`src/rtl/sswf_pkg.sv`:
```
package sswf_pkg;

    localparam int COMP_W     = 16;
    localparam int SQ_W       = 31;
    localparam int MAG_W      = 32;
    localparam int FRAC_W     = 16;
    localparam int OUT_W      = 12;
    localparam int IN_TDATA_W = 6 * COMP_W;
    localparam int OUT_TDATA_W = 16;
    localparam int N_COMP     = 6;

    localparam logic [FRAC_W-1:0] THR_RESET = 16'd33;

    localparam int Q_DEPTH = 4;
    localparam int Q_AW    = 2;
    localparam int Q_CW    = 3;

    typedef struct packed {
        logic [MAG_W-1:0] mag;
        logic             last;
    } t_mag_item;

    typedef enum logic [2:0] {
        BK_LOAD,
        BK_MUL1,
        BK_MUL2,
        BK_POS,
        BK_NEG,
        BK_FIN,
        BK_OUT
    } t_back_state;

endpackage

```
`src/rtl/sswf_queue.sv`:
```
module sswf_queue (
    input  logic                i_clk,
    input  logic                i_rst_n,
    input  logic                i_push_valid,
    output logic                o_push_ready,
    input  sswf_pkg::t_mag_item i_push_item,
    output logic                o_pop_valid,
    input  logic                i_pop_ready,
    output sswf_pkg::t_mag_item o_pop_item
);
    import sswf_pkg::*;

    t_mag_item         r_mem [Q_DEPTH];
    logic [Q_AW-1:0]   r_wr_ptr, r_rd_ptr;
    logic [Q_CW-1:0]   r_cnt;
    logic              push, pop;

    assign o_push_ready = (r_cnt != Q_CW'(Q_DEPTH));
    assign o_pop_valid  = (r_cnt != '0);
    assign push         = i_push_valid && o_push_ready;
    assign pop          = o_pop_valid && i_pop_ready;
    assign o_pop_item   = r_mem[r_rd_ptr];

    always_ff @(posedge i_clk) begin
        if (!i_rst_n) begin
            r_wr_ptr <= '0;
            r_rd_ptr <= '0;
            r_cnt    <= '0;
        end else begin
            if (push) begin
                r_wr_ptr <= r_wr_ptr + 1'b1;
            end
            if (pop) begin
                r_rd_ptr <= r_rd_ptr + 1'b1;
            end
            case ({push, pop})
                2'b10:   r_cnt <= r_cnt + 1'b1;
                2'b01:   r_cnt <= r_cnt - 1'b1;
                default: r_cnt <= r_cnt;
            endcase
        end
    end

    always_ff @(posedge i_clk) begin
        if (push) begin
            r_mem[r_wr_ptr] <= i_push_item;
        end
    end

endmodule

```
`config.mk`:
```
export PLATFORM = sky130hd
export DESIGN_NAME = sswf_queue
export DESIGN_NICKNAME = d
export VERILOG_FILES = /design/src/rtl/sswf_pkg.sv /design/src/rtl/sswf_queue.sv
export SDC_FILE = /design/constraint.sdc
export NUM_CORES = 1
export LEC_CHECK = 0
export ABC_CLOCK_PERIOD_IN_PS = 3100
export BUFFER_PORTS_ARGS = -buffer_cell sky130_fd_sc_hd__buf_4
export CAP_MARGIN = 10
export CORE_ASPECT_RATIO = 0.7
export CORE_MARGIN = 10
export CORE_UTILIZATION = 61
export CTS_CLUSTER_SIZE = 40
export DETAILED_ROUTE_END_ITERATION = 10
export PLACE_DENSITY = 0.84
export SETUP_SLACK_MARGIN = 0.3
export SLEW_MARGIN = 0
export SYNTH_ARGS = -nofsm -noshare
export SYNTH_HDL_FRONTEND = slang
export SYNTH_SLANG_ARGS = --single-unit
export TNS_END_PERCENT = 100
```
`constraint.sdc`:
```
create_clock -name i_clk -period 3.1 [get_ports i_clk]
set_input_delay 0.155 -clock i_clk [delete_from_list [all_inputs] [get_ports i_clk]]
set_output_delay 0.155 -clock i_clk [all_outputs]
set_load 0.02 [all_outputs]
```
* Yosys cells after proc, flatten, opt, wreduce, memory -nomap -nowiden
Memory sizes are Yosys's and may differ from the RTL's. A register that Yosys moved wholly into a read port is not among the register bits. Cells that the tools add are included.
Word-level totals: word-level logic and storage cells 20, input bits 37, memories kept 1, output and inout bits 35, flip-flop bits (word level) 7, memory bits (writable) 132
Cells by class: add/subtract/negate cells 4, equal/unequal tests 3, muxes and demuxes 5, reductions and logical operators 4
Memory list:
- r_mem | words 4, bits a word 33, rd ports 1, clocked after memory_dff 1, write ports 1, line sswf_queue.sv:13 | t_mag_item r_mem [Q_DEPTH];
Operators by type and width (number):
- $pmux 3 s2 | 1
- $add 2x1->2 const B | 2
- $mux 2 | 2
- $add 3x1->3 const B | 1
- $ne 3x3->1 const B | 1
- $reduce_bool 3->1 | 1
- $sub 3x1->3 const B | 1
- $eq 2x1->1 const B | 1
- $eq 2x2->1 const B | 1
- $logic_and 1x1->1 | 2
- $mux 1 | 2
- $reduce_bool 2->1 | 1

* Depth between registers and ports, before layout
word-level depth 4, mapped depth 9, depth with buffers taken out 9

* Worst setup path after synthesis
No wires, ideal clock.
path type register -> register, start point register r_cnt[0], end point memory r_mem[0][0] (netlist name) (enable), cell stages (with the launch flop) 4, slack 1101 ps, data arrival time 1606 ps, buffers on the path 0, period minus slack after synthesis 1999 ps, cells stage by stage dfxtp_1 nor2_1 a21boi_2 and2_1
Between the ends: longest elaborated chain between the ends 4
Ends and longest elaborated chain:
- from (decl) | line sswf_queue.sv:15 | logic [Q_CW-1:0] r_cnt;
- from (signal assigned) | line sswf_queue.sv:37 | 2'b10: r_cnt <= r_cnt + 1'b1;
- from (signal assigned) | line sswf_queue.sv:38 | 2'b01: r_cnt <= r_cnt - 1'b1;
- from (signal assigned) | line sswf_queue.sv:39 | default: r_cnt <= r_cnt;
- $ne 3x3->1 | line sswf_queue.sv:18 | assign o_push_ready = (r_cnt != Q_CW'(Q_DEPTH));
- $logic_and 1x1->1 | line sswf_queue.sv:20 | assign push = i_push_valid && o_push_ready;
- $mux 1 | line sswf_queue.sv:45 | if (push) begin
- $mux 1 (implied by the code) | line sswf_queue.sv:46 | r_mem[r_wr_ptr] <= i_push_item;
- to (decl) | line sswf_queue.sv:13
No other way between the ends.

==> flow_summary_export.csv <==
group,metric,value,unit
setup_path,crit_arrival,2.10,ns
place,place_area,5910,um2
synth,synth_area_leader_cell,"edfxtp_1",
power,p_per_area,877,nW/um2
global_routing,grt_max_degree,34,
synth,synthTopCellsByCount,"edfxtp_1, mux4_2, dfxtp_1, and2_1",
clock_tree,post-cts-setup-buffers,0,
floorplan,fp.dieH,98.0,um
power,power_leakage,2.38,nW
sta,setup_viol,0,
finish,stdcell_area,6860,um2
setup_path,max_stage_delay,0.66,ns
setup_path,crit_type,"register to output pin",
route,drtIter0Drc,228,
setup_path,path_max_fanout,33,
synth,synthesis.nets,268,
floorplan,io_pins,72,
sta,skew,0.0127,ns
route,drc,0,
floorplan,coreArea,8440,um2
outcome,status,"completed",
route,drt_pass1_iterations,4,
setup_path,critPathCaptureType,"output pin",
synth,synthTopCellsByArea,"edfxtp_1, mux4_2, dfxtp_1",
clock_tree,clk_pin_slew,0.06,ns
global_routing,grt_overflow_total,0,
sta,rsz0062_at_grt,"false",
setup_path,cp_common_cell,"buf_4",
sta,hold_viol_final,0,
place,post-dp-hpwl,5650,um
clock_tree,clock_latency,0.42,ns
global_routing,grt.total_usage,16.4,%
setup_path,worstPathRequired,2.94,ns
floorplan,initial_core_util,62.8,%
floorplan,die_area,12900,um2
setup_path,worstSetupStartpointType,"register",
synth,avgSynthCellArea,23.6,um2
finish,fillers,417,
synth,netlist_instances,225,
synth,synth_edf_count,132,
finish,area_growth_syn_to_layout,29.5,%
synth,ys_seq_elements,141,
place,gp_congestion,0.718,
clock_tree,cts_buffer_depth,2,
synth,netlist_area,5300,um2
synth,synth_top_area_share,74.8,%
power,ir_worst_vdd,748,uV
synth,synth_seq_area_share,78.2,%
sta,post-route-period-util,72.7,%
global_routing,grt_pass1_vias,2765,
clock_tree,h-tree-depth,4,
route,totalWireLength,10000,um
setup_path,slowest_stage,"mux4_1",
job,drv_cap,0,
route,via_per_inst,5.47,
finish,nNetsFinal,383,
place,port_buffers,71,
clock_tree,cts_tree,"built",
sta,timing.setup.tns,0,ns
global_routing,grt_pass1_wl,15900,um
sta,fmax,444,MHz
hold_path,hold_path_class,"input pin to register",
synth,synth-main-ff-cell,"edfxtp_1",
finish,n_antenna_cell,0,
route,post_drt_wl_per_cell,21.2,um
synth,ys_async_sr_fraction,0,%
global_routing,antenna_found_initial,0,
clock_tree,cts-resized-gates,0,
clock_tree,clock-sinks,141,
route,vias,2584,
clock_tree,cts-buffers-inserted,17,
synth,ys_types,24,
clock_tree,cts_hold_buf,33,
synth,yosysMostFrequentCell,"edfxtp_1",
sta,slew_violations,0,
finish,drive_gt1_share,38.9,%
floorplan,rows,28,
sta,worst_pin_slew,0.870,ns
clock_tree,root_buffer,"clkbuf_16",
synth,yosysWarnings,0,
sta,maxSlewHeadroom,42.0,%
sta,final.min_clock_period,2.25,ns
route,drtAntennaViolNets,0,
floorplan,die_x,131,um
setup_path,path_cells,"buf_4, mux4_1, buf_4",
==> registers in the layout (all words and copies together) (netlist names), named ones only <==
signal / count
r_rd_ptr: 2
r_wr_ptr: 2
r_mem: 132
r_cnt: 3
==> worst max-delay path: cells and delay by family (launching register included) <==
| kind | cells | cell delay, ns |
|---|---|---|
| buffers and inverters | 2 | 0.69 |
| multiplexers | 1 | 0.66 |
| flip-flops | 1 | 0.31 |
==> placed cells by master, fill, tap and decap left out, types with 3 or more instances in the layout <==
master	n
edfxtp_1	132
buf_4	72
mux4_2	30
dfxtp_1	7
mux4_1	3
clkinv_1	3
xnor2_1	3
bufinv_16	5
nand2_1	6
ha_1	5
clkbuf_16	17
and2_1	3
clkinvlp_4	3
dlygate4sd3_1	33
and2_2	4
inv_1	6
==> cells by family after synthesis <==
logic type	synth area share (%)
flops	78.2
mux	14.6
simple gates	1.79
buf+inv	2.19
compound gates	1.02
fa+ha+maj	1.56
xor+xnor	0.661
==> area by class of cell <==
cell class                 count  area [um2]  share of cell area, %
multi-input combinational     69        1050                   15.2
clock buffer                  18         429                   6.25
timing repair buffer         105         871                   12.7
clock inverter                13         198                   2.88
tap                          120         150                   2.19
sequential                   141        4150                   60.4
inverter                       6        22.5                  0.328
==> report_power, final <==
group,switching (W),internal (W)
registers,0.0000980,0.00231
clock network,0.000730,0.00141
logic,0.000766,0.000707
==> worst paths after layout <==
| path | startpoint | to | slack [ns] | depth (start not counted) |
|---|---|---|---|---|
| worst max-delay path | register | o_pop_item[27] | 0.85 | 3 |
| worst min-delay path | i_rst_n | r_cnt[1] | 0.04 | 2 |
| worst max register to register | r_cnt[0] | r_cnt[2] | 1.02 | 9 |
| worst min register to register | r_wr_ptr[1] | r_wr_ptr[1] | 0.52 | 2 |
==> per-layer routing <==
metal / vias to the layer above / GRT usage (%) / wire length (um)
met5: - / 0 / 0
met4: 0 / 5.12 / 77
met3: 10 / 7.63 / 587
met2: 91 / 25.5 / 5040
met1: 1323 / 20.2 / 4310
li1: 1160 / - / -
==> stage by stage <==
step | std cells | total power [W] | hold slack, ns | util, % | setup slack, ns
floorplan | 225 | 0.00343 | 0.254 | - | 1.10
global placement | 408 | 0.00386 | 0.358 | 69.9 | 1.13
detailed placement | 408 | 0.00389 | 0.360 | 69.9 | 1.04
CTS | 472 | 0.00606 | 0.0197 | 81.3 | 0.783
global route | 472 | 0.00626 | 0.0337 | 81.3 | 0.703
finish | 472 | 0.00602 | 0.0375 | 81.3 | 0.847
Power figures use the tool's default switching activity.
