`config.mk`:
```
export PLATFORM = sky130hd
export DESIGN_NAME = sswf_front
export DESIGN_NICKNAME = d
export VERILOG_FILES = /design/src/rtl/sswf_pkg.sv /design/src/rtl/sswf_front.sv
export SDC_FILE = /design/constraint.sdc
export NUM_CORES = 2
export LEC_CHECK = 0
export CORE_ASPECT_RATIO = 0.7
export CORE_UTILIZATION = 50
export CTS_BUF_LIST = sky130_fd_sc_hd__clkbuf_16
export DETAILED_ROUTE_END_ITERATION = 10
export DONT_BUFFER_PORTS = 1
export PLACE_DENSITY = 0.71
export SYNTH_ARGS = -nofsm -noshare
export SYNTH_HDL_FRONTEND = slang
export SYNTH_SLANG_ARGS = --single-unit
```
`constraint.sdc`:
```
create_clock -name i_clk -period 6.9 [get_ports i_clk]
set_input_delay 0.345 -clock i_clk [delete_from_list [all_inputs] [get_ports i_clk]]
set_output_delay 0.345 -clock i_clk [all_outputs]
set_load 0.1 [all_outputs]
```
`src/rtl/sswf_pkg.sv`:
```
package sswf_pkg;

    localparam int COMP_W     = 16;
    localparam int SQ_W       = 31;
    localparam int MAG_W      = 32;
    localparam int FRAC_W     = 16;
    localparam int OUT_W      = 12;
    localparam int IN_TDATA_W = 6 * COMP_W;
    localparam int OUT_TDATA_W = 16;
    localparam int N_COMP     = 6;

    localparam logic [FRAC_W-1:0] THR_RESET = 16'd33;

    localparam int Q_DEPTH = 4;
    localparam int Q_AW    = 2;
    localparam int Q_CW    = 3;

    typedef struct packed {
        logic [MAG_W-1:0] mag;
        logic             last;
    } t_mag_item;

    typedef enum logic [2:0] {
        BK_LOAD,
        BK_MUL1,
        BK_MUL2,
        BK_POS,
        BK_NEG,
        BK_FIN,
        BK_OUT
    } t_back_state;

endpackage

```
`src/rtl/sswf_front.sv`:
```
module sswf_front (
    input  logic                            i_clk,
    input  logic                            i_rst_n,
    input  logic                            i_valid,
    output logic                            o_ready,
    input  logic [sswf_pkg::IN_TDATA_W-1:0] i_data,
    input  logic                            i_last,
    output logic                            o_item_valid,
    input  logic                            i_item_ready,
    output sswf_pkg::t_mag_item             o_item
);
    import sswf_pkg::*;

    logic                    r_v1, r_v2, r_v3;
    logic                    r_last1, r_last2, r_last3;
    logic [SQ_W-1:0]         r_sq [N_COMP];
    logic [MAG_W-1:0]        r_sum [3];
    logic [MAG_W-1:0]        r_mag;
    logic                    adv1, adv2, adv3;
    logic signed [2*COMP_W-1:0] sq_full [N_COMP];
    logic [MAG_W-1:0]        mag_max;

    assign adv3    = !r_v3 || i_item_ready;
    assign adv2    = !r_v2 || adv3;
    assign adv1    = !r_v1 || adv2;
    assign o_ready = adv1;

    always_comb begin
        for (int i = 0; i < N_COMP; i++) begin
            sq_full[i] = $signed(i_data[i*COMP_W +: COMP_W])
                       * $signed(i_data[i*COMP_W +: COMP_W]);
        end
    end

    // largest of the three component squared magnitudes
    always_comb begin
        mag_max = r_sum[0];
        if (r_sum[1] > mag_max) begin
            mag_max = r_sum[1];
        end
        if (r_sum[2] > mag_max) begin
            mag_max = r_sum[2];
        end
    end

    always_ff @(posedge i_clk) begin
        if (!i_rst_n) begin
            r_v1 <= 1'b0;
            r_v2 <= 1'b0;
            r_v3 <= 1'b0;
        end else begin
            if (adv1) begin
                r_v1 <= i_valid;
            end
            if (adv2) begin
                r_v2 <= r_v1;
            end
            if (adv3) begin
                r_v3 <= r_v2;
            end
        end
    end

    always_ff @(posedge i_clk) begin
        if (adv1) begin
            r_last1 <= i_last;
            for (int i = 0; i < N_COMP; i++) begin
                r_sq[i] <= sq_full[i][SQ_W-1:0];
            end
        end
        if (adv2) begin
            r_last2 <= r_last1;
            for (int c = 0; c < 3; c++) begin
                r_sum[c] <= MAG_W'(r_sq[2*c]) + MAG_W'(r_sq[2*c+1]);
            end
        end
        if (adv3) begin
            r_last3 <= r_last2;
            r_mag   <= mag_max;
        end
    end

    assign o_item_valid = r_v3;
    assign o_item.mag   = r_mag;
    assign o_item.last  = r_last3;

endmodule

```
==> Word level (Yosys, flattened, before mapping) <==
Memories as Yosys holds them, arrays and structs flattened.
Index checks and enable logic that the tools add are counted.
{ "word_totals": {"out_inout_bits": 35, "input_bits": 101, "elab_cells": 32, "register_bits": 38, "romBits": 0, "latch_bits": 0, "n_memories": 2, "ramBits": 282} }
{ "memory_table": {"columns": ["name", "words", "word_bits", "read_ports", "rd_clocked_by_memory_dff", "wr", "line_no", "rtl"], "rows": [
  ["r_sq", 6, 31, 6, 0, 6, "sswf_front.sv:16", "logic [SQ_W-1:0] r_sq [N_COMP];"],
  ["r_sum", 3, 32, 3, 0, 3, "sswf_front.sv:17", "logic [MAG_W-1:0] r_sum [3];"]
]} }
{ "op_classes": {"order_cmp": 2, "shift": 0, "n_bitwise": 0, "div_mod_pow": 0, "muxes": 6, "addsub": 3, "multipliers": 6, "eq_ne": 0, "n_reduce_logical": 6} }
{ "ops": {"columns": ["op", "n"], "rows": [
  ["multiplier 16 x 16 -> 31 bit", 6],
  ["adder 31 x 31 -> 32 bit", 3],
  ["> comparator 32 bit", 2],
  ["two-way mux 32 bit", 2],
  ["two-way mux 1 bit", 4],
  ["logical NOT 1 bit", 3],
  ["logical OR 1 bit", 3]
]} }

==> Longest topological paths before layout <==
{ "logic_depth": {"depth_word": 6, "mapped_depth": 27, "ltp_nobuf": 26} }

==> Worst setup path after synthesis <==
Ideal clock, no wire load.
{ "synth_path": {"kind": "register to register", "startpoint": "reg r_v3 (netlist: o_item_valid)", "endpoint": "reg r_last1 (enable)", "path_buffers": 0, "required_time_ps": 4692, "synth_period_minus_slack_ps": 8232, "arrival_time_ps": 6024, "path_slack_ps": -1332, "setup_time_ps": 2208, "path_stages_with_launch": 3, "path_cell_list": "dfxtp_1 > nor2b_1 > nand3_1"} }
{ "synth_between": {"elab_chain_len": 4} }
{ "synth_rtl": {"columns": ["element", "line_no", "rtl"], "rows": [
  ["from (decl)", "sswf_front.sv:14", "logic r_v1, r_v2, r_v3;"],
  ["from (signal assigned)", "sswf_front.sv:59", "r_v3 <= r_v2;"],
  ["logical NOT 1 bit", "sswf_front.sv:23", "assign adv3 = !r_v3 || i_item_ready;"],
  ["logical OR 1 bit", "sswf_front.sv:23", null],
  ["logical OR 1 bit", "sswf_front.sv:24", "assign adv2 = !r_v2 || adv3;"],
  ["logical OR 1 bit", "sswf_front.sv:25", "assign adv1 = !r_v1 || adv2;"],
  ["via o_ready", "sswf_front.sv:5", "output logic o_ready,"],
  ["to (signal assigned)", "sswf_front.sv:66", "r_last1 <= i_last;"],
  ["to (decl)", "sswf_front.sv:15", "logic r_last1, r_last2, r_last3;"]
]} }
The timed path passes the listed nets, and every way through them passes these cells.
A chain may end at the register's enable or synchronous reset.

==> results.sh <==
export IMPL_cts_hold_buf=11
export IMPL_cp_end_kind="register"
export IMPL_clock_skew_ns=0.0124
export IMPL_max_freq_ghz=0.164
export IMPL_areaGrowthSynthToFinish_pct=4.40
export IMPL_firstDrtPassIters=6
export IMPL_cts_tree="built"
export IMPL_grt_overflow_total=0
export IMPL_layout_min_cycle_time_ns=6.09
export IMPL_synth_commonest_cells="inv_1, fa_1, ha_1, nand2_1, edfxtp_1"
export IMPL_finalNetCount=8854
export IMPL_clockBufferDepth=3
export IMPL_drv_slew=0
export IMPL_synth_area_um2=66900
export IMPL_setup_tns_ns=0
export IMPL_cts_buffers=29
export IMPL_synthArstFlopShare=0
export IMPL_synthCells=6791
export IMPL_min_path_type="input port to register"
export IMPL_path_max_fanout=9
export IMPL_vias_per_cell=5.19
export IMPL_drtIter0Drc=3209
export IMPL_synth_warnings=0
export IMPL_grt_pass1_wl_um=255000
export IMPL_clkTransAtPathRegs_ns=0.07
export IMPL_post_cts_setup_buffers=0
export IMPL_gp_congestion=0.916
export IMPL_rsz0062_at_grt="false"
export IMPL_place_hpwl_um=133000
export IMPL_syn_avg_cell_area_um2=9.85
export IMPL_cts_resized=0
export IMPL_rows=111
export IMPL_clkSinkCount=314
export IMPL_htreeDepth=1
export IMPL_clock_latency_ns=0.58
export IMPL_slew_limit_headroom=0.280
export IMPL_yosysTopAreaCell="fa_1"
export IMPL_finalSetupViolCount=0
export IMPL_status="finished, final reports clean"
export IMPL_synth_edf_count=311
export IMPL_synth_most_common_cell="inv_1"
export IMPL_seq_area_frac_synth=0.141
export IMPL_start_util=0.507
export IMPL_die_height_um=308
export IMPL_finalCritPeriodShare=0.883
export IMPL_yosys_area_top_type_share=0.412
export IMPL_groute_usage_overall=0.239
export IMPL_routedWlPerCell_um=18.1
export IMPL_synth_cell_types=78
export IMPL_portBuffers=0
export IMPL_drc=0
export IMPL_ant_nets=0
export IMPL_start_kind="input port"
export IMPL_synth_main_ff_cell="edfxtp_1"
export IMPL_hold_viol_final=0
export IMPL_crit_arrival_ns=6.42
export IMPL_syn_nets=8934
export IMPL_crit_required_ns=7.23
export IMPL_worst_pin_slew_ns=1.08
export IMPL_cts_root_buf="clkbuf_16"
export IMPL_fin_cells=8482
export IMPL_synth_area_leaders="fa_1, edfxtp_1, ha_1"
export IMPL_drive_gt1_frac=0.0192
export IMPL_grt_pass1_vias=47600
export IMPL_wirelength_um=154000
export IMPL_dp_cells=8419
export IMPL_r2r_worst_path_cells=22
export IMPL_core_area_um2=132000
export IMPL_antenna_found_initial=1
export IMPL_fp_dieArea_um2=135000
export IMPL_synth_seq_cells=314
export IMPL_pin_count=136
export IMPL_max_cap_viol_count=0
export IMPL_critPathKind="input port to register"
export IMPL_grt_max_degree=86
export IMPL_die_w_um=439
export IMPL_vias=44000
export IMPL_hold_path_cell_count=1
## path summary, 6_finish.rpt
kind	from	to	slack, ns
setup reg to reg	r_sum[0][1]	r_mag[1]	0.89
setup / recovery	i_data[92]	r_sq[5][29]	0.81
hold reg to reg	r_last2	r_last3	0.42
hold / removal	i_data[48]	r_sq[3][2]	0.08
## metrics by stage
stage	hold slack [ns]	instance area (µm²)	utilization	setup WS (ns)
after floorplan	0.400	66900	-	0.306
after global placement	0.404	68700	0.522	0.445
after detailed placement	0.405	68700	0.522	0.369
after CTS	0.00138	69800	0.530	0.963
after global routing	0.0376	69800	0.530	0.509
final	0.0756	69800	0.530	0.810
## routing by layer
layer  routed length (µm)  GRT usage
met5                    0          0
met4                 2530     0.0334
met3                10100     0.0281
met2                72600      0.391
met1                68700      0.349
## layout by cell type, fill, tap and decap left out, types with 9 or more instances in the layout
cell type / netlist / final
clkinv_1: 7 / 11
inv_1: 2011 / 2017
or2_2: 15 / 15
and3_1: 32 / 32
nor3_1: 44 / 44
clkbuf_16: 0 / 29
nand2_1: 491 / 490
xor2_1: 78 / 78
xnor2_1: 248 / 248
edfxtp_1: 311 / 311
dlygate4sd3_1: 0 / 12
a21oi_1: 179 / 179
and2_1: 205 / 205
a221o_1: 10 / 10
nand3_1: 40 / 39
o21a_1: 47 / 47
a21o_1: 135 / 135
buf_4: 1 / 23
fa_1: 1375 / 1375
nor2b_1: 45 / 45
o21bai_1: 33 / 33
ha_1: 667 / 667
a211oi_1: 9 / 9
a31oi_1: 15 / 15
nand4_1: 26 / 26
nor2_1: 307 / 307
a31o_2: 21 / 21
nand2b_1: 38 / 38
mux2i_1: 62 / 62
o21ai_0: 73 / 73
## critical path: stages
cell and delay [ns]:
clkinv_1 0.28, nor2_1 0.29, inv_1 0.09, fa_1 0.49, inv_1 0.06, fa_1 0.54, inv_1 0.05, fa_1 0.47
inv_1 0.05, fa_1 0.45, fa_1 0.49, inv_1 0.05, fa_1 0.47, inv_1 0.04, ha_1 0.33, and3_1 0.24
and3_1 0.24, nor3b_1 0.43, o21ai_0 0.18, o21ai_0 0.35, a221o_1 0.26, a31oi_1 0.11, xnor2_1 0.13
## registers in the layout, summed over array words and instances (netlist names)
| register | count |
|---|---|
| r_last2 | 1 |
| r_last1 | 1 |
| r_sum | 96 |
| r_v1 | 1 |
| r_sq | 180 |
| r_last3 | 1 |
| r_mag | 32 |
| r_v2 | 1 |
| o_item_valid | 1 |
## cell type report
class                   count  area [µm²]
diodes                      1        2.50
clock buffers              29         726
clock inverters            21         233
fillers                 11600       62000
inverters                2018        7570
multi-input cells        4312       49400
flip-flops and latches    314        9400
well taps                1751        2190
repair buffers             36         313
## cell families after synthesis
family          Yosys count  synth area share
buf+inv                2165             0.122
fa+ha+maj              2042             0.536
simple gates           1278            0.0888
compound gates          596            0.0593
xor+xnor                326            0.0427
flops                   314             0.141
mux                      70            0.0106
Power is not shown: default switching activity piles up to over one toggle a cycle in this logic, so the estimate is an artifact.
